**src/rtl/core/tvne_pkg.sv**
```systemverilog
`default_nettype none
// ----------------------------------------------------------------------------
// tvne_pkg
// Shared types and constants of the triangle vertex normal engine: command
// codes, controller states, and the command and status bundles that join
// the controller and the datapath.
// ----------------------------------------------------------------------------
package tvne_pkg;

  // defaults of the top level parameters
  localparam int MAX_VERTICES_DEF = 1024;
  localparam int COORD_WIDTH_DEF  = 24;

  // fixed field widths
  localparam int IDX_W  = 10;
  localparam int POS_W  = 24;
  localparam int NORM_W = 16;
  localparam int SUM_W  = 26;

  // arithmetic widths
  localparam int MUL_W   = 31;  // signed multiplier operand
  localparam int PROD_W  = 62;  // signed multiplier product
  localparam int MAG_W   = 62;  // component magnitude
  localparam int MAG_LIM = 30;  // magnitudes are brought below 2^30
  localparam int SQ_W    = 62;  // sum of squares
  localparam int ROOT_W  = 63;  // root register with headroom
  localparam int LEN_W   = 32;  // vector length
  localparam int QUO_W   = 17;  // quotient bits of one division
  localparam int NUM_W   = 48;  // dividend width
  localparam int REM_W   = 34;  // partial remainder width
  localparam int STEP_W  = 5;   // controller step counter

  // sequencing lengths
  localparam int CROSS_STEPS = 6;
  localparam int AXES        = 3;
  localparam int SQRT_STEPS  = 31;
  localparam int DIV_STEPS   = QUO_W;

  // largest normal component, Q1.15
  localparam int NORM_MAX = 32767;

  // request commands
  typedef enum logic [1:0] {
    OP_WRITE = 2'd0,
    OP_ADD   = 2'd1,
    OP_READ  = 2'd2,
    OP_CLEAR = 2'd3
  } op_t;

  // controller states
  typedef enum logic [4:0] {
    ST_CLEAR,
    ST_IDLE,
    ST_DECODE,
    ST_RD_A,
    ST_RD_B,
    ST_RD_C,
    ST_DIFF,
    ST_MUL,
    ST_ACC,
    ST_SUM_RD,
    ST_SUM_LD,
    ST_SHIFT,
    ST_SQ_MUL,
    ST_SQ_ACC,
    ST_ROOT_CHK,
    ST_SQRT,
    ST_DIV_INIT,
    ST_DIV,
    ST_DIV_STORE,
    ST_EMIT,
    ST_EMIT_ZERO,
    ST_UPD_RD,
    ST_UPD_WR
  } state_t;

  // controller to datapath commands
  typedef struct packed {
    logic       latch;
    logic       vtx_wr;
    logic [1:0] rd_sel;
    logic       cap_a;
    logic       cap_b;
    logic       ld_diff;
    logic       mul_go;
    logic       mul_sq;
    logic       acc_cross;
    logic [2:0] step;
    logic       ld_sum;
    logic       shift;
    logic       sq_clr;
    logic       sq_acc;
    logic       sqrt_init;
    logic       sqrt_step;
    logic       div_init;
    logic       div_step;
    logic       div_store;
    logic [1:0] comp;
    logic       out_load;
    logic       out_zero;
    logic       sum_wr;
    logic       clr_wr;
  } ctl_t;

  // datapath to controller status
  typedef struct packed {
    op_t  op;
    logic idx_ok;
    logic need_shift;
    logic sum_zero;
    logic clr_last;
    logic out_free;
  } sts_t;

endpackage
`default_nettype wire

```
**src/rtl/core/tvne_ctrl.sv**
```systemverilog
`default_nettype none
// ----------------------------------------------------------------------------
// tvne_ctrl
// Sequencer of the engine: takes one request at a time and steps the
// datapath through fetch, cross product, normalization and sum update.
// ----------------------------------------------------------------------------
module tvne_ctrl (
  input  wire logic          clk,
  input  wire logic          rst,
  input  wire logic          in_valid,
  output logic               in_ready,
  input  wire tvne_pkg::sts_t sts,
  output tvne_pkg::ctl_t     ctl
);

  tvne_pkg::state_t              state, state_next;
  logic [tvne_pkg::STEP_W-1:0]   cnt, cnt_next;
  logic [1:0]                    comp, comp_next;

  // state and counters
  always_ff @(posedge clk) begin
    if (rst) begin
      state <= tvne_pkg::ST_CLEAR;
      cnt   <= '0;
      comp  <= '0;
    end else begin
      state <= state_next;
      cnt   <= cnt_next;
      comp  <= comp_next;
    end
  end

  // next state
  always_comb begin
    state_next = state;
    cnt_next   = cnt;
    comp_next  = comp;
    unique case (state)
      tvne_pkg::ST_CLEAR: begin
        if (sts.clr_last) state_next = tvne_pkg::ST_IDLE;
      end
      tvne_pkg::ST_IDLE: begin
        if (in_valid) state_next = tvne_pkg::ST_DECODE;
      end
      tvne_pkg::ST_DECODE: begin
        cnt_next  = '0;
        comp_next = '0;
        unique case (sts.op)
          tvne_pkg::OP_WRITE: state_next = tvne_pkg::ST_IDLE;
          tvne_pkg::OP_CLEAR: state_next = tvne_pkg::ST_CLEAR;
          tvne_pkg::OP_READ:
            state_next = sts.idx_ok ? tvne_pkg::ST_SUM_RD : tvne_pkg::ST_EMIT_ZERO;
          tvne_pkg::OP_ADD:
            state_next = sts.idx_ok ? tvne_pkg::ST_RD_A : tvne_pkg::ST_EMIT_ZERO;
          default: state_next = tvne_pkg::ST_IDLE;
        endcase
      end
      tvne_pkg::ST_RD_A:   state_next = tvne_pkg::ST_RD_B;
      tvne_pkg::ST_RD_B:   state_next = tvne_pkg::ST_RD_C;
      tvne_pkg::ST_RD_C:   state_next = tvne_pkg::ST_DIFF;
      tvne_pkg::ST_DIFF:   state_next = tvne_pkg::ST_MUL;
      tvne_pkg::ST_MUL:    state_next = tvne_pkg::ST_ACC;
      tvne_pkg::ST_ACC: begin
        if (cnt == tvne_pkg::STEP_W'(tvne_pkg::CROSS_STEPS - 1)) begin
          state_next = tvne_pkg::ST_SHIFT;
          cnt_next   = '0;
        end else begin
          state_next = tvne_pkg::ST_MUL;
          cnt_next   = cnt + 1'b1;
        end
      end
      tvne_pkg::ST_SUM_RD: state_next = tvne_pkg::ST_SUM_LD;
      tvne_pkg::ST_SUM_LD: state_next = tvne_pkg::ST_SHIFT;
      tvne_pkg::ST_SHIFT: begin
        if (!sts.need_shift) begin
          state_next = tvne_pkg::ST_SQ_MUL;
          cnt_next   = '0;
        end
      end
      tvne_pkg::ST_SQ_MUL: state_next = tvne_pkg::ST_SQ_ACC;
      tvne_pkg::ST_SQ_ACC: begin
        if (cnt == tvne_pkg::STEP_W'(tvne_pkg::AXES - 1)) begin
          state_next = tvne_pkg::ST_ROOT_CHK;
          cnt_next   = '0;
        end else begin
          state_next = tvne_pkg::ST_SQ_MUL;
          cnt_next   = cnt + 1'b1;
        end
      end
      tvne_pkg::ST_ROOT_CHK: begin
        cnt_next   = '0;
        state_next = sts.sum_zero ? tvne_pkg::ST_EMIT_ZERO : tvne_pkg::ST_SQRT;
      end
      tvne_pkg::ST_SQRT: begin
        if (cnt == tvne_pkg::STEP_W'(tvne_pkg::SQRT_STEPS - 1)) begin
          state_next = tvne_pkg::ST_DIV_INIT;
          cnt_next   = '0;
          comp_next  = '0;
        end else begin
          cnt_next = cnt + 1'b1;
        end
      end
      tvne_pkg::ST_DIV_INIT: begin
        state_next = tvne_pkg::ST_DIV;
        cnt_next   = '0;
      end
      tvne_pkg::ST_DIV: begin
        if (cnt == tvne_pkg::STEP_W'(tvne_pkg::DIV_STEPS - 1)) begin
          state_next = tvne_pkg::ST_DIV_STORE;
        end else begin
          cnt_next = cnt + 1'b1;
        end
      end
      tvne_pkg::ST_DIV_STORE: begin
        if (comp == 2'(tvne_pkg::AXES - 1)) begin
          state_next = tvne_pkg::ST_EMIT;
          comp_next  = '0;
        end else begin
          state_next = tvne_pkg::ST_DIV_INIT;
          comp_next  = comp + 1'b1;
        end
      end
      tvne_pkg::ST_EMIT: begin
        if (sts.out_free) begin
          state_next = (sts.op == tvne_pkg::OP_ADD) ? tvne_pkg::ST_UPD_RD
                                                    : tvne_pkg::ST_IDLE;
          comp_next  = '0;
        end
      end
      tvne_pkg::ST_EMIT_ZERO: begin
        if (sts.out_free) state_next = tvne_pkg::ST_IDLE;
      end
      tvne_pkg::ST_UPD_RD: state_next = tvne_pkg::ST_UPD_WR;
      tvne_pkg::ST_UPD_WR: begin
        if (comp == 2'(tvne_pkg::AXES - 1)) begin
          state_next = tvne_pkg::ST_IDLE;
          comp_next  = '0;
        end else begin
          state_next = tvne_pkg::ST_UPD_RD;
          comp_next  = comp + 1'b1;
        end
      end
      default: state_next = tvne_pkg::ST_IDLE;
    endcase
  end

  // datapath commands
  always_comb begin
    ctl        = '0;
    ctl.step   = cnt[2:0];
    ctl.comp   = comp;
    ctl.rd_sel = comp;
    in_ready   = 1'b0;
    unique case (state)
      tvne_pkg::ST_CLEAR: ctl.clr_wr = 1'b1;
      tvne_pkg::ST_IDLE: begin
        in_ready  = 1'b1;
        ctl.latch = in_valid;
      end
      tvne_pkg::ST_DECODE: begin
        ctl.vtx_wr = (sts.op == tvne_pkg::OP_WRITE) && sts.idx_ok;
      end
      tvne_pkg::ST_RD_A: ctl.rd_sel = 2'd0;
      tvne_pkg::ST_RD_B: begin
        ctl.rd_sel = 2'd1;
        ctl.cap_a  = 1'b1;
      end
      tvne_pkg::ST_RD_C: begin
        ctl.rd_sel = 2'd2;
        ctl.cap_b  = 1'b1;
      end
      tvne_pkg::ST_DIFF:   ctl.ld_diff = 1'b1;
      tvne_pkg::ST_MUL:    ctl.mul_go = 1'b1;
      tvne_pkg::ST_ACC:    ctl.acc_cross = 1'b1;
      tvne_pkg::ST_SUM_RD: ctl.rd_sel = 2'd0;
      tvne_pkg::ST_SUM_LD: ctl.ld_sum = 1'b1;
      tvne_pkg::ST_SHIFT: begin
        ctl.shift  = sts.need_shift;
        ctl.sq_clr = !sts.need_shift;
      end
      tvne_pkg::ST_SQ_MUL: begin
        ctl.mul_go = 1'b1;
        ctl.mul_sq = 1'b1;
      end
      tvne_pkg::ST_SQ_ACC:    ctl.sq_acc = 1'b1;
      tvne_pkg::ST_ROOT_CHK:  ctl.sqrt_init = 1'b1;
      tvne_pkg::ST_SQRT:      ctl.sqrt_step = 1'b1;
      tvne_pkg::ST_DIV_INIT:  ctl.div_init = 1'b1;
      tvne_pkg::ST_DIV:       ctl.div_step = 1'b1;
      tvne_pkg::ST_DIV_STORE: ctl.div_store = 1'b1;
      tvne_pkg::ST_EMIT:      ctl.out_load = sts.out_free;
      tvne_pkg::ST_EMIT_ZERO: begin
        ctl.out_load = sts.out_free;
        ctl.out_zero = 1'b1;
      end
      tvne_pkg::ST_UPD_RD: ctl.rd_sel = comp;
      tvne_pkg::ST_UPD_WR: ctl.sum_wr = 1'b1;
      default: ctl = '0;
    endcase
  end

endmodule
`default_nettype wire

```
**config.mk**
```make
export PLATFORM = sky130hd
export DESIGN_NAME = tvne_ctrl
export DESIGN_NICKNAME = d
export VERILOG_FILES = /design/src/rtl/core/tvne_pkg.sv /design/src/rtl/core/tvne_ctrl.sv
export SDC_FILE = /design/constraint.sdc
export NUM_CORES = 1
export LEC_CHECK = 0
export ABC_AREA = 1
export BUFFER_PORTS_ARGS = -buffer_cell sky130_fd_sc_hd__buf_2
export CORE_MARGIN = 2
export CORE_UTILIZATION = 45
export DETAILED_ROUTE_END_ITERATION = 7
export PLACE_DENSITY = 0.72
export SLEW_MARGIN = 20
export SYNTH_ARGS = -nofsm -noshare
export SYNTH_HDL_FRONTEND = slang
export SYNTH_SLANG_ARGS = --single-unit
```
**constraint.sdc**
```tcl
create_clock -name clk -period 4.8 [get_ports clk]
set_clock_uncertainty 0.2 [all_clocks]
set_input_delay 0.24 -clock clk [delete_from_list [all_inputs] [get_ports clk]]
set_output_delay 0.24 -clock clk [all_outputs]
set_load 0.05 [all_outputs]
```
==> flow_summary_export.csv <==
group,metric,value,unit
run_status,status,"finished clean",
final_layout,drive_gt1_share,20.6,%
die,die-area,4130,um2
clock_tree,h-tree-depth,1,
power,cellPowerDensity,362,nW/um2
global_routing,grt_max_degree,14,
drt,vias_per_cell,5.29,
sta,max_slew_margin,58.6,%
die,die_height,64.2,um
final_layout,regArea,240,um2
drt,vias,2070,
placement,io_buffers,38,
placement,dp_hpwl,4280,um
drt,first_iter_violations,186,
critical_path,crit_top_cell,"nand2_1",
clock_tree,cts_tree,"done",
synth,synth_edf_count,0,
synth,ys_top_cells_by_area,"nand2_1, dfxtp_1, nand3_1, inv_1, nor2_1",
critical_path,rrSetupSlack,2.57,ns
final_layout,finalCoreUtilization,54.9,%
synth,yosysUniqueCellTypes,24,
critical_path,critPathMaxStageDelay,0.62,ns
sta,finalSetupViolations,0,
clock_tree,cts_num_sinks,12,
final_layout,num_antenna_cells,0,
synth,async_flop_share,0,%
die,fp-row-count,21,
synth,syn_nets,324,
global_routing,track_usage,26.1,%
critical_path,crit_required,4.36,ns
synth,yosysSeqAreaShare,14.7,%
clock_tree,cts_buffers,3,
global_routing,grt_pass1_wl,8580,um
critical_path,crit_path_end_kind,"output port",
final_layout,nNetsFinal,360,
critical_path,crit_chain,"inv_2 -> nand2_1 -> nor2_1 -> inv_1 -> nand3_1 -> nor3_1 -> nand2_1 -> nand2_1 -> inv_1 -> buf_2",
die,ios,39,
critical_path,critPathLaunchType,"register",
clock_tree,root_buffer,"clkbuf_4",
clock_tree,cts_buffer_depth,2,
sta,rsz0062_at_grt,"false",
run,maxCapViolations,0,
die,floorplan.die.width,64.2,um
final_layout,multi_input_area,1150,um2
critical_path,setup.worst_path.class,"reg -> out",
sta,final-max-slew-violation-count,0,
die,start_util,47.8,%
global_routing,grt_pass1_vias,1826,
final_layout,finalNonFillerCells,391,
die,core_area,3420,um2
sta,fmax,360,MHz
sta,final_hold_viol_count,0,
drt,wirelength,5250,um
drt,ant_nets,0,
placement,dp_slack,2.35,ns
drt,post_drt_wl_per_cell,13.4,um
clock_tree,post_cts_buffers,0,
drt,drcViolationCount,0,
synth,syn_inst,310,
critical_path,worstPathArrival,2.34,ns
synth,synth.most_common_cell,"nand2_1",
synth,synth_common_cells,"nand2_1, inv_1, nor2_1",
sta,tightest_slew,0.616,ns
final_layout,area.growth.synth_to_final,14.9,%
synth,synthDominantCellAreaShare,21.1,%
sta,tns,0,ns
sta,fin_crit,2.78,ns
global_routing,antenna_found_initial,0,
synth,synth-seq-cells,12,
synth,syn-mean-instance-area,5.27,um2
clock_tree,clock_latency,0.27,ns
drt,dr.pass1.iters,8,
power,p_leak,1.19,nW
power,ir_drop,0.222,mV
critical_path,slowest_stage,"dfxtp_1",
clock_tree,clk_pin_slew,0.08,ns
sta,setup_ws,2.02,ns
worst_hold_path,hp-class,"in -> reg",
sta,fin_crit_sh,57.8,%
clock_tree,cts_hold_buf,0,
synth,synth_top_area_cell,"nand2_1",
clock_tree,cts_resized,0,
synth,syn_area,1630,um2
synth,ys_warn_count,0,
critical_path,critPathMaxFanout,13,
placement,place_inst,387,
synth,ys.flop_type,"dfxtp_1",
placement,globalplace.congestion,1.04,
final_layout,n_fill_cell,377,
global_routing,grt_overflow_total,0,
==> area by class of cell <==
class | instances | area share (%)
repair buffers | 38 | 10.1
multi-input cells | 237 | 61.2
clock buffers | 4 | 1.93
flip-flops and latches | 12 | 12.8
well taps | 46 | 3.07
inverters | 54 | 10.8
==> metrics by stage <==
stage	power, W	cell area (um2)	hold WS [ns]
2_1_floorplan	0.000488	1630	0.278
3_3_place_gp	0.000593	1840	0.322
3_5_place_dp	0.000588	1840	0.317
4_1_cts	0.000669	1880	0.0810
5_1_grt	0.000730	1880	0.0846
6_report	0.000679	1880	0.0969
==> path summary, 6_finish.rpt <==
| path | cells after the start | end | start |
|---|---|---|---|
| min | 2 | comp[1] | rst |
| min reg2reg | 2 | comp[1] | comp[1] |
| max | 10 | ctl[15] | state[4] |
| max reg2reg | 11 | state[0] | state[4] |
==> power breakdown <==
part | internal (W) | leakage (nW) | switching [W] | total, W
clock | 0.0000460 | 0.0210 | 0.0000352 | 0.0000812
combinational | 0.000116 | 1.07 | 0.000327 | 0.000443
sequential | 0.000116 | 0.0974 | 0.0000391 | 0.000155
==> worst max-delay path: cells and delay by family, from the launching register on <==
| kind | cells | cell delay [ns] |
|---|---|---|
| DFF | 1 | 0.62 |
| and+or+nand+nor | 6 | 0.84 |
| buffers and inverters | 4 | 0.60 |
==> metal layers <==
layer	part of all wire (%)	GRT usage, %	vias up
met2	44	40.9	114
li1	-	-	1036
met4	2.2	7.71	0
met3	9.3	4.75	13
met1	44	36.2	907
met5	0	0	-
==> cells by family (layout without fill, tap and decap cells) <==
| family | after synthesis | after routing | share of synthesized area (%) |
|---|---|---|---|
| and+or+nand+nor | 207 | 207 | 58.2 |
| DFF | 12 | 12 | 14.7 |
| buffers and inverters | 61 | 96 | 14.9 |
| xor gates and xnor gates | 1 | 1 | 0.536 |
| adders and majority gates | 4 | 4 | 3.07 |
| AOI/OAI and AO/OA | 25 | 25 | 8.58 |
==> layout by cell type, fill, tap and decap left out, types with 3 or more instances in the layout <==
cell type / count
ha_1: 4
nand2_2: 8
nor2_4: 5
buf_2: 38
o21ai_0: 5
nor2_1: 46
nand4_1: 7
a21oi_1: 18
nand2_1: 92
clkbuf_4: 3
dfxtp_1: 12
nand3_2: 4
inv_2: 8
nor3_1: 6
inv_1: 46
nand3_1: 35
==> sequential cells by signal (all words and copies together) (netlist names) <==
register / flops
comp: 2
state: 5
cnt: 5
Note: power is estimated with default switching activity, not from simulation.
